==> config.mk <==
export PLATFORM = sky130hd
export DESIGN_NAME = i2c_master_bit_sequencer
export DESIGN_NICKNAME = d
export VERILOG_FILES = /design/src/hdl/i2cbs_pkg.sv /design/src/hdl/i2c_master_bit_sequencer.sv
export SDC_FILE = /design/constraint.sdc
export NUM_CORES = 1
export LEC_CHECK = 0
export ABC_CLOCK_PERIOD_IN_PS = 4160
export BUFFER_PORTS_ARGS = -buffer_cell sky130_fd_sc_hd__buf_2
export CAP_MARGIN = 40
export CORE_UTILIZATION = 65
export DETAILED_ROUTE_END_ITERATION = 8
export GPL_ROUTABILITY_DRIVEN = 0
export PLACE_DENSITY = 0.95
export SLEW_MARGIN = 20
export SYNTH_ARGS = -nofsm -noshare
export SYNTH_HDL_FRONTEND = slang
export SYNTH_SLANG_ARGS = --single-unit
==> constraint.sdc <==
create_clock -name clk -period 4.16 [get_ports clk]
set_input_delay 0.208 -clock clk [delete_from_list [all_inputs] [get_ports clk]]
set_output_delay 0.208 -clock clk [all_outputs]
set_load 0.05 [all_outputs]
==> src/hdl/i2cbs_pkg.sv <==
// Package for the I2C master bit sequencer: phase codes, command kinds,
// register indexes and field widths. It depends on nothing else.
package i2cbs_pkg;

    localparam int KIND_W   = 3;
    localparam int BYTE_W   = 8;
    localparam int TPU_W    = 16;
    localparam int TMO_W    = 8;
    localparam int BIT_W    = 4;
    localparam int UNITS_W  = 2;
    localparam int CFG_IDX_W = 2;
    localparam int CFG_DAT_W = 16;
    localparam int S_DATA_W = 16;
    localparam int M_DATA_W = 16;

    typedef enum logic [4:0] {
        PH_IDLE = 5'd0,
        PH_ST_A = 5'd1,
        PH_ST_B = 5'd2,
        PH_SP_A = 5'd3,
        PH_SP_B = 5'd4,
        PH_WA_A = 5'd5,
        PH_WA_B = 5'd6,
        PH_WA_P = 5'd7,
        PH_WB_D = 5'd8,
        PH_WB_H = 5'd9,
        PH_WB_L = 5'd10,
        PH_RB_L = 5'd11,
        PH_RB_H = 5'd12,
        PH_AK_A = 5'd13,
        PH_AK_B = 5'd14
    } phase_t;

    localparam logic [KIND_W-1:0] KIND_TICK  = 3'd0;
    localparam logic [KIND_W-1:0] KIND_START = 3'd1;
    localparam logic [KIND_W-1:0] KIND_STOP  = 3'd2;
    localparam logic [KIND_W-1:0] KIND_WRITE = 3'd3;
    localparam logic [KIND_W-1:0] KIND_WAIT  = 3'd4;
    localparam logic [KIND_W-1:0] KIND_READ  = 3'd5;

    localparam logic [CFG_IDX_W-1:0] CFG_TICKS_PER_UNIT = 2'd0;
    localparam logic [CFG_IDX_W-1:0] CFG_ACK_TIMEOUT    = 2'd1;

    localparam logic [TPU_W-1:0] TPU_RESET = 16'd10;
    localparam logic [TMO_W-1:0] TMO_RESET = 8'd250;

    // Remaining extra units after the first, for 4, 2 and 1 unit phases.
    localparam logic [UNITS_W-1:0] UNITS_FOUR = 2'd3;
    localparam logic [UNITS_W-1:0] UNITS_TWO  = 2'd1;
    localparam logic [UNITS_W-1:0] UNITS_ONE  = 2'd0;

    localparam logic [BIT_W-1:0] BITS_PER_BYTE = 4'd8;

endpackage

==> src/hdl/i2c_master_bit_sequencer.sv <==
// Top level of the I2C master bit sequencer: tick-driven phase machine
// with a registered result stage. Depends on i2cbs_pkg.
//
//  Channel   Direction  Signals                        Carries
//  s_*       in         s_tvalid s_tready s_tdata s_tuser  one tick (+command)
//  m_*       out        m_tvalid m_tready m_tdata      bus levels and status
//  cfg_*     in         cfg_valid cfg_ready cfg_index cfg_data  register write
//
// Every transfer on the input channel is one bus tick and produces exactly one
// result transfer. A tick is taken in every cycle that the input does not stall; the result
// appears in the next cycle in the output register, which the phase logic feeds in a single pass.
// The input stalls only while a result waits and m_tready is low.
// Reset (rst_n low, asynchronous) returns the machine to idle with both lines
// released high; the registers return to 10 ticks per unit and a timeout of 250.
module i2c_master_bit_sequencer
(
    input  logic                                 clk,
    input  logic                                 rst_n,
    input  logic                                 s_tvalid,
    output logic                                 s_tready,
    // tx_byte [7:0], ack_after_read [8], sda_sample [9], zero fill [15:10]
    input  logic [i2cbs_pkg::S_DATA_W-1:0]       s_tdata,
    // kind [2:0]
    input  logic [i2cbs_pkg::KIND_W-1:0]         s_tuser,
    output logic                                 m_tvalid,
    input  logic                                 m_tready,
    // scl_level [0], sda_level [1], sda_drive [2], busy_res [3], done_res [4],
    // rx_byte [12:5], ack_missing [13], zero fill [15:14]
    output logic [i2cbs_pkg::M_DATA_W-1:0]       m_tdata,
    input  logic                                 cfg_valid,
    output logic                                 cfg_ready,
    input  logic [i2cbs_pkg::CFG_IDX_W-1:0]      cfg_index,
    input  logic [i2cbs_pkg::CFG_DAT_W-1:0]      cfg_data
);

    // Configuration registers.
    logic [i2cbs_pkg::TPU_W-1:0]   tpu_reg;
    logic [i2cbs_pkg::TMO_W-1:0]   timeout_reg;

    // Sequencer state.
    i2cbs_pkg::phase_t             phase_reg, phase_next;
    logic [i2cbs_pkg::BIT_W-1:0]   bit_reg, bit_next;
    logic [i2cbs_pkg::TPU_W-1:0]   delay_reg, delay_next;
    logic [i2cbs_pkg::UNITS_W-1:0] units_reg, units_next;
    logic [i2cbs_pkg::BYTE_W-1:0]  shift_reg, shift_next;
    logic [i2cbs_pkg::TMO_W-1:0]   poll_reg, poll_next;
    logic                          ack_choice_reg, ack_choice_next;
    logic                          scl_reg, scl_next;
    logic                          sda_reg, sda_next;
    logic                          drive_reg, drive_next;
    logic                          failed_reg, failed_next;
    logic [i2cbs_pkg::BYTE_W-1:0]  rx_reg, rx_next;
    logic                          done_next;

    // Result stage.
    logic                          m_tvalid_reg;
    logic [i2cbs_pkg::M_DATA_W-1:0] m_tdata_reg, m_tdata_next;

    logic [i2cbs_pkg::KIND_W-1:0]  in_kind;
    logic [i2cbs_pkg::BYTE_W-1:0]  in_tx;
    logic                          in_ack;
    logic                          in_sda;
    logic [i2cbs_pkg::TPU_W-1:0]   unit_ticks;
    logic                          s_accept;
    logic                          enter_req;
    i2cbs_pkg::phase_t             enter_ph;

    assign in_tx    = s_tdata[7:0];
    assign in_ack   = s_tdata[8];
    assign in_sda   = s_tdata[9];
    assign in_kind  = s_tuser;

    // A zero unit length behaves as one tick.
    assign unit_ticks = (tpu_reg == '0) ? {{(i2cbs_pkg::TPU_W-1){1'b0}}, 1'b1} : tpu_reg;

    // The output register frees up in the same cycle its result is taken.
    assign s_tready  = !m_tvalid_reg || m_tready;
    assign s_accept  = s_tvalid && s_tready;
    assign cfg_ready = 1'b1;
    assign m_tvalid  = m_tvalid_reg;
    assign m_tdata   = m_tdata_reg;

    always_ff @(posedge clk or negedge rst_n)
    begin
        if (!rst_n)
        begin
            tpu_reg     <= i2cbs_pkg::TPU_RESET;
            timeout_reg <= i2cbs_pkg::TMO_RESET;
        end
        else if (cfg_valid)
        begin
            case (cfg_index)
                i2cbs_pkg::CFG_TICKS_PER_UNIT: tpu_reg <= cfg_data;
                i2cbs_pkg::CFG_ACK_TIMEOUT:    timeout_reg <= cfg_data[i2cbs_pkg::TMO_W-1:0];
                default: ;
            endcase
        end
    end

    // Next-state logic. The first part decides whether the tick counts down,
    // starts a command or ends the current phase; the second part applies the
    // entry actions of the phase being entered.
    always_comb
    begin
        phase_next      = phase_reg;
        bit_next        = bit_reg;
        delay_next      = delay_reg;
        units_next      = units_reg;
        shift_next      = shift_reg;
        poll_next       = poll_reg;
        ack_choice_next = ack_choice_reg;
        scl_next        = scl_reg;
        sda_next        = sda_reg;
        drive_next      = drive_reg;
        failed_next     = failed_reg;
        rx_next         = rx_reg;
        done_next       = 1'b0;
        enter_req       = 1'b0;
        enter_ph        = i2cbs_pkg::PH_IDLE;

        if (phase_reg == i2cbs_pkg::PH_IDLE)
        begin
            case (in_kind)
                i2cbs_pkg::KIND_START:
                begin
                    enter_req = 1'b1;
                    enter_ph  = i2cbs_pkg::PH_ST_A;
                end
                i2cbs_pkg::KIND_STOP:
                begin
                    enter_req = 1'b1;
                    enter_ph  = i2cbs_pkg::PH_SP_A;
                end
                i2cbs_pkg::KIND_WRITE:
                begin
                    shift_next = in_tx;
                    bit_next   = '0;
                    enter_req  = 1'b1;
                    enter_ph   = i2cbs_pkg::PH_WB_D;
                end
                i2cbs_pkg::KIND_WAIT:
                begin
                    enter_req = 1'b1;
                    enter_ph  = i2cbs_pkg::PH_WA_A;
                end
                i2cbs_pkg::KIND_READ:
                begin
                    ack_choice_next = in_ack;
                    bit_next        = '0;
                    shift_next      = '0;
                    enter_req       = 1'b1;
                    enter_ph        = i2cbs_pkg::PH_RB_L;
                end
                default: ;
            endcase
        end
        else if (phase_reg == i2cbs_pkg::PH_WA_P)
        begin
            // Acknowledge polling re-evaluates on every tick.
            enter_req = 1'b1;
            enter_ph  = i2cbs_pkg::PH_WA_P;
        end
        else if (delay_reg > {{(i2cbs_pkg::TPU_W-1){1'b0}}, 1'b1})
        begin
            delay_next = delay_reg - 1'b1;
        end
        else if (units_reg != '0)
        begin
            units_next = units_reg - 1'b1;
            delay_next = unit_ticks;
        end
        else
        begin
            case (phase_reg)
                i2cbs_pkg::PH_ST_A:
                begin
                    enter_req = 1'b1;
                    enter_ph  = i2cbs_pkg::PH_ST_B;
                end
                i2cbs_pkg::PH_ST_B:
                begin
                    scl_next   = 1'b0;
                    phase_next = i2cbs_pkg::PH_IDLE;
                    done_next  = 1'b1;
                end
                i2cbs_pkg::PH_SP_A:
                begin
                    enter_req = 1'b1;
                    enter_ph  = i2cbs_pkg::PH_SP_B;
                end
                i2cbs_pkg::PH_SP_B:
                begin
                    phase_next = i2cbs_pkg::PH_IDLE;
                    done_next  = 1'b1;
                end
                i2cbs_pkg::PH_WA_A:
                begin
                    enter_req = 1'b1;
                    enter_ph  = i2cbs_pkg::PH_WA_B;
                end
                i2cbs_pkg::PH_WA_B:
                begin
                    enter_req = 1'b1;
                    enter_ph  = i2cbs_pkg::PH_WA_P;
                end
                i2cbs_pkg::PH_WB_D:
                begin
                    enter_req = 1'b1;
                    enter_ph  = i2cbs_pkg::PH_WB_H;
                end
                i2cbs_pkg::PH_WB_H:
                begin
                    enter_req = 1'b1;
                    enter_ph  = i2cbs_pkg::PH_WB_L;
                end
                i2cbs_pkg::PH_WB_L:
                begin
                    bit_next = bit_reg + 1'b1;
                    if (bit_next < i2cbs_pkg::BITS_PER_BYTE)
                    begin
                        enter_req = 1'b1;
                        enter_ph  = i2cbs_pkg::PH_WB_D;
                    end
                    else
                    begin
                        phase_next = i2cbs_pkg::PH_IDLE;
                        done_next  = 1'b1;
                    end
                end
                i2cbs_pkg::PH_RB_L:
                begin
                    enter_req = 1'b1;
                    enter_ph  = i2cbs_pkg::PH_RB_H;
                end
                i2cbs_pkg::PH_RB_H:
                begin
                    bit_next  = bit_reg + 1'b1;
                    enter_req = 1'b1;
                    enter_ph  = (bit_next < i2cbs_pkg::BITS_PER_BYTE) ?
                                i2cbs_pkg::PH_RB_L : i2cbs_pkg::PH_AK_A;
                end
                i2cbs_pkg::PH_AK_A:
                begin
                    enter_req = 1'b1;
                    enter_ph  = i2cbs_pkg::PH_AK_B;
                end
                i2cbs_pkg::PH_AK_B:
                begin
                    scl_next   = 1'b0;
                    rx_next    = shift_reg;
                    phase_next = i2cbs_pkg::PH_IDLE;
                    done_next  = 1'b1;
                end
                default: phase_next = i2cbs_pkg::PH_IDLE;
            endcase
        end

        if (enter_req)
        begin
            phase_next = enter_ph;
            case (enter_ph)
                i2cbs_pkg::PH_ST_A:
                begin
                    drive_next = 1'b1;
                    sda_next   = 1'b1;
                    scl_next   = 1'b1;
                    delay_next = unit_ticks;
                    units_next = i2cbs_pkg::UNITS_FOUR;
                end
                i2cbs_pkg::PH_ST_B:
                begin
                    sda_next   = 1'b0;
                    delay_next = unit_ticks;
                    units_next = i2cbs_pkg::UNITS_FOUR;
                end
                i2cbs_pkg::PH_SP_A:
                begin
                    drive_next = 1'b1;
                    scl_next   = 1'b0;
                    sda_next   = 1'b0;
                    delay_next = unit_ticks;
                    units_next = i2cbs_pkg::UNITS_FOUR;
                end
                i2cbs_pkg::PH_SP_B:
                begin
                    scl_next   = 1'b1;
                    sda_next   = 1'b1;
                    delay_next = unit_ticks;
                    units_next = i2cbs_pkg::UNITS_FOUR;
                end
                i2cbs_pkg::PH_WA_A:
                begin
                    drive_next  = 1'b0;
                    sda_next    = 1'b1;
                    poll_next   = '0;
                    failed_next = 1'b0;
                    delay_next  = unit_ticks;
                    units_next  = i2cbs_pkg::UNITS_ONE;
                end
                i2cbs_pkg::PH_WA_B:
                begin
                    scl_next   = 1'b1;
                    delay_next = unit_ticks;
                    units_next = i2cbs_pkg::UNITS_ONE;
                end
                i2cbs_pkg::PH_WA_P:
                begin
                    if (!in_sda)
                    begin
                        // Acknowledge seen: drop SCL and finish.
                        scl_next   = 1'b0;
                        phase_next = i2cbs_pkg::PH_IDLE;
                        done_next  = 1'b1;
                    end
                    else if (poll_reg >= timeout_reg)
                    begin
                        // Timed out: flag it and run the stop sequence.
                        failed_next = 1'b1;
                        phase_next  = i2cbs_pkg::PH_SP_A;
                        drive_next  = 1'b1;
                        scl_next    = 1'b0;
                        sda_next    = 1'b0;
                        delay_next  = unit_ticks;
                        units_next  = i2cbs_pkg::UNITS_FOUR;
                    end
                    else
                    begin
                        poll_next = poll_reg + 1'b1;
                    end
                end
                i2cbs_pkg::PH_WB_D:
                begin
                    drive_next = 1'b1;
                    scl_next   = 1'b0;
                    sda_next   = shift_next[i2cbs_pkg::BYTE_W-1];
                    shift_next = {shift_next[i2cbs_pkg::BYTE_W-2:0], 1'b0};
                    delay_next = unit_ticks;
                    units_next = i2cbs_pkg::UNITS_TWO;
                end
                i2cbs_pkg::PH_WB_H, i2cbs_pkg::PH_AK_B:
                begin
                    scl_next   = 1'b1;
                    delay_next = unit_ticks;
                    units_next = i2cbs_pkg::UNITS_TWO;
                end
                i2cbs_pkg::PH_WB_L:
                begin
                    scl_next   = 1'b0;
                    delay_next = unit_ticks;
                    units_next = i2cbs_pkg::UNITS_TWO;
                end
                i2cbs_pkg::PH_RB_L:
                begin
                    drive_next = 1'b0;
                    scl_next   = 1'b0;
                    delay_next = unit_ticks;
                    units_next = i2cbs_pkg::UNITS_TWO;
                end
                i2cbs_pkg::PH_RB_H:
                begin
                    // The data bit is taken on the tick SCL rises.
                    scl_next   = 1'b1;
                    shift_next = {shift_next[i2cbs_pkg::BYTE_W-2:0], in_sda};
                    delay_next = unit_ticks;
                    units_next = i2cbs_pkg::UNITS_ONE;
                end
                i2cbs_pkg::PH_AK_A:
                begin
                    scl_next   = 1'b0;
                    drive_next = 1'b1;
                    sda_next   = !ack_choice_next;
                    delay_next = unit_ticks;
                    units_next = i2cbs_pkg::UNITS_TWO;
                end
                default: phase_next = i2cbs_pkg::PH_IDLE;
            endcase
        end

        // A released SDA reads as high through its pull-up.
        m_tdata_next = {2'b00,
                        failed_next,
                        rx_next,
                        done_next,
                        (phase_next != i2cbs_pkg::PH_IDLE),
                        drive_next,
                        (drive_next ? sda_next : 1'b1),
                        scl_next};
    end

    always_ff @(posedge clk or negedge rst_n)
    begin
        if (!rst_n)
        begin
            phase_reg      <= i2cbs_pkg::PH_IDLE;
            bit_reg        <= '0;
            delay_reg      <= '0;
            units_reg      <= '0;
            shift_reg      <= '0;
            poll_reg       <= '0;
            ack_choice_reg <= 1'b0;
            scl_reg        <= 1'b1;
            sda_reg        <= 1'b1;
            drive_reg      <= 1'b0;
            failed_reg     <= 1'b0;
            rx_reg         <= '0;
            m_tvalid_reg   <= 1'b0;
        end
        else
        begin
            if (s_accept)
            begin
                phase_reg      <= phase_next;
                bit_reg        <= bit_next;
                delay_reg      <= delay_next;
                units_reg      <= units_next;
                shift_reg      <= shift_next;
                poll_reg       <= poll_next;
                ack_choice_reg <= ack_choice_next;
                scl_reg        <= scl_next;
                sda_reg        <= sda_next;
                drive_reg      <= drive_next;
                failed_reg     <= failed_next;
                rx_reg         <= rx_next;
                m_tvalid_reg   <= 1'b1;
            end
            else if (m_tready)
            begin
                m_tvalid_reg <= 1'b0;
            end
        end
    end

    // Result payload needs no reset.
    always_ff @(posedge clk)
    begin
        if (s_accept)
        begin
            m_tdata_reg <= m_tdata_next;
        end
    end

endmodule

# Word-level counts from Yosys, hierarchy flattened
# Index checks and enable logic that the tools add are counted.
# op_classes
addsub	4
n_lt_le_gt_ge	3
n_eq_ne	40
n_mux	94
n_reduce_logical	32
# op_table
op	n
$mux 16	8
$mux 8	9
$eq 5x4->1 const B	14
$pmux 8 s2	3
$mux 5	9
$eq 5x3->1 const B	8
$mux 4	10
$pmux 4 s10	1
$mux 1	35
$pmux 16 s2	1
$eq 5x2->1 const B	4
$pmux 4 s5	1
$pmux 5 s2	2
$gt 16x1->1 const B	1
$logic_not 16->1	1
$sub 16x1->16 const B	1
$mux 2	7
$reduce_or 13->1	1
$ne 2x2->1 const B	6
$reduce_or 6->1	2
$eq 5x1->1 const B	2
$reduce_or 2->1	5
$reduce_or 5->1	2
$reduce_or 3->1	3
26 further kinds	37
# totals
ff_bits	95
in_bits	42

# Logic depth before layout (Yosys ltp)
# Gate-level depths: netlist (run 1).
# logic_depth
depth_word	13
mapped_depth	15

# Worst setup path after synthesis (run 1)
# Ideal clock, no wire load.
# synth_path
path_type	input port to flip-flop
start	input port s_tuser[1] (netlist name)
end	register delay_reg[0] (netlist name)
setup_time_ps	126
arrival_time_ps	2752
required_time_ps	4034
setup_slack_ps	1283
cell_stages	14
path_cell_list	clkbuf_1 clkbuf_1 inv_1 ha_1 nor2_1 mux2i_1 o221ai_1 a32o_2 nor2_2 a31o_1 or2_1 buf_6 or3_1 o311a_1
# synth_via
elab_chain_cells	7
elab_cells_between_ends	27
cone_classes	19 x eq/ne; 6 x mux; 2 x reduce/logical
# synth_lines
item	line	text
start: declaration	i2c_master_bit_sequencer.sv:24	input logic [i2cbs_pkg::KIND_W-1:0] s_tuser,
$eq 3x3->1, or another cell as far along	i2c_master_bit_sequencer.sv:123	case (in_kind)
$pmux 4 s5	i2c_master_bit_sequencer.sv:123	
$mux 5	i2c_master_bit_sequencer.sv:121	if (phase_reg == i2cbs_pkg::PH_IDLE)
$eq 5x3->1, or another cell as far along	i2c_master_bit_sequencer.sv:261	case (enter_ph)
$reduce_or 13->1 (no line)	--	
$pmux 16 s2	i2c_master_bit_sequencer.sv:261	
$mux 16 *	i2c_master_bit_sequencer.sv:258	if (enter_req)
end signal: assignment	i2c_master_bit_sequencer.sv:414	delay_reg <= delay_next;
end: declaration	i2c_master_bit_sequencer.sv:43	logic [i2cbs_pkg::TPU_W-1:0] delay_reg, delay_next;
# Mark *: on every way between the ends. The rest lies on a longest branch, timed or not.
# A chain may end at the register's enable or synchronous reset.

# Worst setup path after layout (run 1)
# layout_path
start	register phase_reg[2]
end	register poll_reg[5] (netlist name)
# layout_via
elab_chain_cells	9
elab_cells_between_ends	30
cone_classes	15 x eq/ne; 11 x mux; 4 x reduce/logical
# layout_lines
item	line	text
start: declaration	i2c_master_bit_sequencer.sv:41	i2cbs_pkg::phase_t phase_reg, phase_next;
start signal: assignment	i2c_master_bit_sequencer.sv:394	phase_reg <= i2cbs_pkg::PH_IDLE;
start signal: assignment	i2c_master_bit_sequencer.sv:412	phase_reg <= phase_next;
$eq 5x4->1, or another cell as far along	i2c_master_bit_sequencer.sv:174	case (phase_reg)
$pmux 4 s10	i2c_master_bit_sequencer.sv:174	
$mux 4	i2c_master_bit_sequencer.sv:167	else if (units_reg != '0)
$mux 4	i2c_master_bit_sequencer.sv:163	else if (delay_reg > {{(i2cbs_pkg::TPU_W-1){1'b0}}, 1'b1})
$mux 4	i2c_master_bit_sequencer.sv:157	else if (phase_reg == i2cbs_pkg::PH_WA_P)
$mux 5	i2c_master_bit_sequencer.sv:121	
$eq 5x3->1	i2c_master_bit_sequencer.sv:261	
$ne 2x2->1 (no line) / $reduce_bool 2->1 (equally long branches)	--	
$reduce_and 5->1 (no line)	--	
end signal: assignment	i2c_master_bit_sequencer.sv:417	poll_reg <= poll_next;
end: declaration	i2c_master_bit_sequencer.sv:46	logic [i2cbs_pkg::TMO_W-1:0] poll_reg, poll_next;
# Parallel ways exist; a longest one is shown, timed or not.

==> summary.txt, run 1 <==
Final layout
  – Multi-input gate area: 0.003333 mm^2
  – Layout area overhead: 7.846%
  – Final Non-Filler Cells: 832
  – Final net count: 774
  – FF/Latch Area: 0.002460 mm^2
  – Ant diodes: 0
  – Fill cells: 608
  – Fin area: 0.006535 mm^2
  – Layout cells sized above 1: 20.17%

Routing
  – Initial DRC count: 479
  – WL per Instance: 18.34 um
  – Total Wirelength: 15260 um
  – Vias/cell: 6.799
  – Pre-antenna DRT Iters: 8
  – Drc violations: 6
  – Total vias in the final route: 5657
  – Post-DRT Antenna Nets: 0

Yosys
  – Ys flop type: dfrtp_1
  – #FFs+latches synth: 95
  – EDFF count, synth: 14
  – Yosys top cell area share: 29.32%
  – Distinct cell type count of the synthesized netlist: 81
  – Area contributors post-synth: dfrtp_1, edfxtp_1, nand2_1, mux2_2, dfstp_2
  – Most numerous cell in the Yosys netlist: nand2_1
  – Seq/Total Area, Yosys: 40.59%
  – Area leader, netlist: dfrtp_1
  – Mean Syn Cell Area: 8.782 um^2
  – YS warnings: 0
  – Syn Inst Count: 690
  – Synth top cells by count: nand2_1, dfrtp_1, nor2_1
  – Cell Area, Synth: 0.006060 mm^2
  – Ys async rst share: 85.26%

Timing
  – Fin crit period: 3.444 ns
  – Clock Skew: 0.01634 ns
  – F_max: 290.4 MHz
  – Max transition margin: 45.19%
  – Setup_tns: 0 ns
  – Tcrit/Tclk final: 82.79%
  – Slew Limit Fails: 0
  – RSZ-0062 raised after global routing: no
  – Fin. Hold Viols: 0
  – Final setup vio count: 0
  – Worst-Margin Slew: 0.8185 ns

Die
  – Core Area: 0.008891 mm^2
  – Chip width: 98.55 um
  – Initial core utilization: 68.15%
  – FP Rows: 34
  – DIE AREA: 0.009712 mm^2
  – IO Pins: 61
  – Die Ht: 98.55 um

GRT
  – Initial antenna violation count: 0
  – GRT overflow: 0
  – Number of global-route vias before repair: 5546
  – Global Route Usage Sum: 32.43%
  – Largest net degree at the start of global routing: 61
  – First-pass GRT wire length: 25410 um

Power
  – Maximum vdd drop: 0.3567 mV
  – Pwr dens: 628.0 mW/mm^2
  – Leakage: 2.794 nW
  – Power Total: 4.104 mW

Outcome
  – Status: complete, but fails checks
  – Failing checks: DRC

Place
  – Port bufs: 51
  – Detail Placement HPWL: 10610 um
  – Placed cell area: 0.006337 mm^2
  – Placed Cells: 814

Clocking
  – Htree depth: 3
  – Clock-pin slew on the worst setup and hold paths: 0.09 ns
  – CTS tree: yes
  – CTS sink count: 95
  – Clock latency on the worst-skew pair: 0.37 ns
  – Clk root buf: clkbuf_8
  – Bufs on Longest Clock Path: 2
  – Total CTS buffers: 9
  – Post_cts resized: 0

Critical path
  – Critical setup path kind: reg -> reg
  – Largest stage delay on the critical path: 0.70 ns
  – Slowest CP cell: dfrtp_1
  – CP Capture Type: flop
  – Critical path, cell by cell: nor4bb_1, o21ai_1, nor3_2, a21o_2, and2_1, nand2_2, or4_1, o21ai_1, o31ai_1
  – Worst EP arrival: 3.69 ns
  – Worst endpoint required time: 4.41 ns
  – Worst Path Max Fanout: 18
  – Most used cell along the critical path: o21ai_1
  – Crit start category: flop

Flow run
  – Max_cap viols: 0

Min path
  – HP Class: in -> reg
-- path summary, 6_finish.rpt --
kind | start | endpoint | slack, ns | depth (start not counted)
max in group asynchronous | rst_n | sda_reg | 3.23 | 3
worst max-delay path | phase_reg[2] | poll_reg[5] | 0.72 | 9
worst max register to register | phase_reg[2] | poll_reg[5] | 0.72 | 9
worst min register to register | rx_reg[0] | rx_reg[0] | 0.48 | 2
worst min-delay path | s_tvalid | m_tvalid | 0.06 | 2
min in group asynchronous | rst_n | rx_reg[5] | 0.27 | 2
-- area by class of cell --
type / instances / share of cell area (%)
Clock buffer: 11 / 2.164
Clock inverter: 5 / 0.6318
Inverter: 17 / 0.9764
Multi-Input combinational cell: 534 / 51.01
Sequential cell: 95 / 37.64
Tap cell: 108 / 2.068
Timing Repair Buffer: 62 / 5.514
-- stage by stage --
step	utilization, %	hold slack (ns)	worst slack [ns]
after floorplan	-	-0.08759	1.283
after global placement	70.97	0.4222	1.027
after detailed placement	71.28	0.1331	0.8444
after CTS	73.45	0.05950	0.8163
after global routing	73.50	0.05970	0.5224
final	73.50	0.05948	0.7160
-- layout by cell type, fill, tap and decap left out, types with 15 or more instances in the layout --
cell,count
buf_2,51
mux2_2,33
nand3_1,19
nand2_1,106
dfrtp_1,71
a21oi_1,28
o22ai_1,16
o21ai_0,48
inv_1,16
nor3_1,15
nor2_1,67
-- kinds of logic (layout without fill, tap and decap cells) --
| family | Yosys count | after routing | share of synthesized area (%) |
|---|---|---|---|
| flops | 95 | 95 | 40.59 |
| compound gates | 194 | 194 | 21.58 |
| xor+xnor | 2 | 2 | 0.2891 |
| simple gates | 286 | 286 | 23.52 |
| other cells | 2 | 3 | 0.1239 |
| buf+inv | 62 | 95 | 4.584 |
| fa+ha+maj | 13 | 13 | 2.684 |
| mux | 36 | 36 | 6.628 |
-- timing repair --
item | in CTS | in global routing
hold buffers | 1 | 0
setup buffers | 0 | 0
hold endpoints to repair | 20 | 0
-- routing by layer --
layer | vias to the layer above | wire, um | track usage (%)
li1 | 2588 | - | -
met1 | 2653 | 5966 | 40.76
met2 | 343 | 7350 | 54.23
met3 | 73 | 1262 | 4.326
met4 | 0 | 679 | 18.60
met5 | - | 0 | 0.5128
-- critical path: cells and delay by family, from the launching register on --
kind	cells	cell delay [ns]
simple gates	5	1.89
compound gates	4	0.73
flops	1	0.70
-- power breakdown --
group	internal (mW)	total, mW	switching, mW
combinational	0.733	2.00	1.26
sequential	1.19	1.53	0.342
clock	0.238	0.575	0.337
total	2.16	4.10	1.94
(Power assumes the default switching activity.)
==> inputs of run 2 (changes only) <==
--- a/config.mk
+++ b/config.mk
@@ -5,13 +5,13 @@
 export SDC_FILE = /design/constraint.sdc
 export NUM_CORES = 1
 export LEC_CHECK = 0
-export ABC_CLOCK_PERIOD_IN_PS = 4160
+export ABC_CLOCK_PERIOD_IN_PS = 3100
 export BUFFER_PORTS_ARGS = -buffer_cell sky130_fd_sc_hd__buf_2
 export CAP_MARGIN = 40
-export CORE_UTILIZATION = 65
+export CORE_UTILIZATION = 54
 export DETAILED_ROUTE_END_ITERATION = 8
 export GPL_ROUTABILITY_DRIVEN = 0
-export PLACE_DENSITY = 0.95
+export PLACE_DENSITY = 0.85
 export SLEW_MARGIN = 20
 export SYNTH_ARGS = -nofsm -noshare
 export SYNTH_HDL_FRONTEND = slang
==> constraint.sdc (replaced) <==
create_clock -name clk -period 3.1 [get_ports clk]
set_input_delay 0.155 -clock clk [delete_from_list [all_inputs] [get_ports clk]]
set_output_delay 0.155 -clock clk [all_outputs]
set_load 0.05 [all_outputs]
==> run 2 against run 1 <==
Against the previous run: the flow now finishes without violations; non-clock buffer count up 31; total power up 41%; sequential power increased by 31%; critical path type unchanged; largest cell class unchanged.
==> summary.txt, run 2 (same netlist as run 1, synthesis figures left out) <==
Outcome
  – Status: completed

Final layout
  – Commonest non-fill, non-tap cell in the layout: nand2_1
  – Final Util: 63.20%
  – Most frequent cells in the layout: nand2_1, dfrtp_1, nor2_1
  – Layout area overhead: 13.57%
  – Layout cells sized above 1: 23.05%
  – Ant diodes: 0
  – Final net count: 805
  – Fin area: 0.006882 mm^2

Die
  – FP Rows: 38
  – DIE AREA: 0.01165 mm^2
  – Chip width: 107.9 um
  – IO Pins: 61
  – Core Area: 0.01089 mm^2
  – Die Ht: 107.9 um
  – Initial core utilization: 55.65%

Critical path
  – Critical path, cell by cell: nor3_1, o211ai_1, nor3_2, a21o_2, and2_1, nand2_2, nor4_1, nand3_2, o31ai_1
  – Reg-to-reg startpoint: delay_reg[13]
  – R2R Setup Slk: 0.16 ns
  – Crit start category: flop
  – Worst EP arrival: 3.22 ns
  – Worst Path Max Fanout: 8
  – Buffer and inverter count on the worst path: 0
  – Worst r2r path cells: 9
  – Worst flop-to-flop path endpoint: poll_reg[5]
  – Critical setup path kind: reg -> reg
  – Largest stage delay on the critical path: 0.47 ns
  – Crit path depth: 9
  – CP Capture Type: flop
  – Crit path max-delay family: simple AND/OR/NAND/NOR gates
  – Critical Path Start: delay_reg[13]
  – Slowest CP cell: dfrtp_1
  – Worst endpoint required time: 3.37 ns
  – CP endpoint: poll_reg[5]

Timing
  – Final Worst Setup Slack: 0.1558 ns
  – Clock Skew: 0.01102 ns
  – Fin. Hold Viols: 0
  – Tcrit/Tclk final: 94.97%
  – Final setup vio count: 0
  – Worst-Margin Slew: 0.5401 ns
  – F_max: 339.7 MHz
  – Max transition margin: 63.99%
  – RSZ-0062 raised after global routing: yes
  – Fin crit period: 2.944 ns
  – Slew Limit Fails: 0

Power
  – Net Sw Frac: 45.75%
  – Reg power frac: 34.6%
  – Clk network pwr share: 14.5%
  – Net switching power: 2.643 mW
  – Power Total: 5.776 mW
  – Combinational Power Share: 50.9%
  – Pint: 3.134 mW
  – Maximum vdd drop: 0.4475 mV
  – Pwr dens: 839.4 mW/mm^2
  – Leakage: 2.964 nW

GRT
  – Global Route Usage Sum: 28.49%
  – Number of global-route vias before repair: 5649
  – First-pass GRT wire length: 26070 um
  – GRT overflow: 0
  – Initial antenna violation count: 0
  – Largest net degree at the start of global routing: 53

Routing
  – Total Wirelength: 15510 um
  – Post-DRT Antenna Nets: 0
  – Drc violations: 0
  – Total vias in the final route: 5688
  – Pre-antenna DRT Iters: 8
  – Initial DRC count: 482
  – Vias/cell: 6.355
  – WL per Instance: 17.32 um

Clocking
  – Total CTS buffers: 9
  – CTS sink count: 95
  – Clock-pin slew on the worst setup and hold paths: 0.09 ns
  – CTS tree: yes
  – Clk root buf: clkbuf_8
  – Clock latency on the worst-skew pair: 0.39 ns
  – Bufs on Longest Clock Path: 2
  – Htree depth: 3

Place
  – Placed cell area: 0.006528 mm^2
  – Port bufs: 51
  – Detail Placement HPWL: 10810 um
  – Post-place setup slack: 0.1047 ns

Min path
  – HP Class: in -> reg
  – Hold Crit Depth: 2

Flow run
  – Max_cap viols: 0
run 2: stage by stage:
step / setup TNS (ns) / hold slack, ns / instances
2_1_floorplan: 0 / -0.1406 / 691
3_3_place_gp: 0 / 0.3721 / 866
3_5_place_dp: 0 / 0.1762 / 867
4_1_cts: 0 / 0.0006589 / 893
5_1_grt: -0.05460 / 0.01036 / 895
6_report: 0 / 0.01854 / 895
run 2: area by class of cell:
type | instances | area [um^2]
multi-input cells | 534 | 3371
flip-flops and latches | 95 | 2461
repair buffers | 93 | 613.1
fillers | 891 | 4006
well taps | 140 | 175.2
clock inverters | 6 | 70.07
inverters | 17 | 63.81
clock buffers | 10 | 127.6
run 2: worst min-delay path by stage:
| stage | end | from |
|---|---|---|
| 2_1_floorplan | ack_choice_reg | rst_n |
| 3_3_place_gp | m_tvalid | s_tvalid |
| 3_5_place_dp | poll_reg[3] | rst_n |
| 4_1_cts | tpu_reg[6] | cfg_data[6] |
| 5_1_grt | timeout_reg[3] | cfg_data[3] |
| 6_report | tpu_reg[7] | cfg_data[7] |
run 2: power groups by stage:
stage / logic [mW] / clock network [mW] / registers [mW]
finish: 2.94 / 0.839 / 2.00
global route: 3.23 / 0.894 / 2.04
CTS: 2.83 / 0.853 / 1.97
detailed placement: 2.81 / 0 / 2.00
global placement: 2.68 / 0 / 1.97
floorplan: 2.11 / 0 / 1.93
run 2: what timing repair did:
action                                 in CTS  in global routing
hold buffers                               10                  1
resized for setup                           0                 10
setup endpoints to repair                   0                 26
endpoints found under the hold margin      38                  1
buffers inserted                            0                  1
run 2: routing by layer:
layer	track usage, %	wire length [um]
met1	34.47	6327
met2	48.76	7558
met3	4.340	1091
met4	15.66	528
met5	0	0
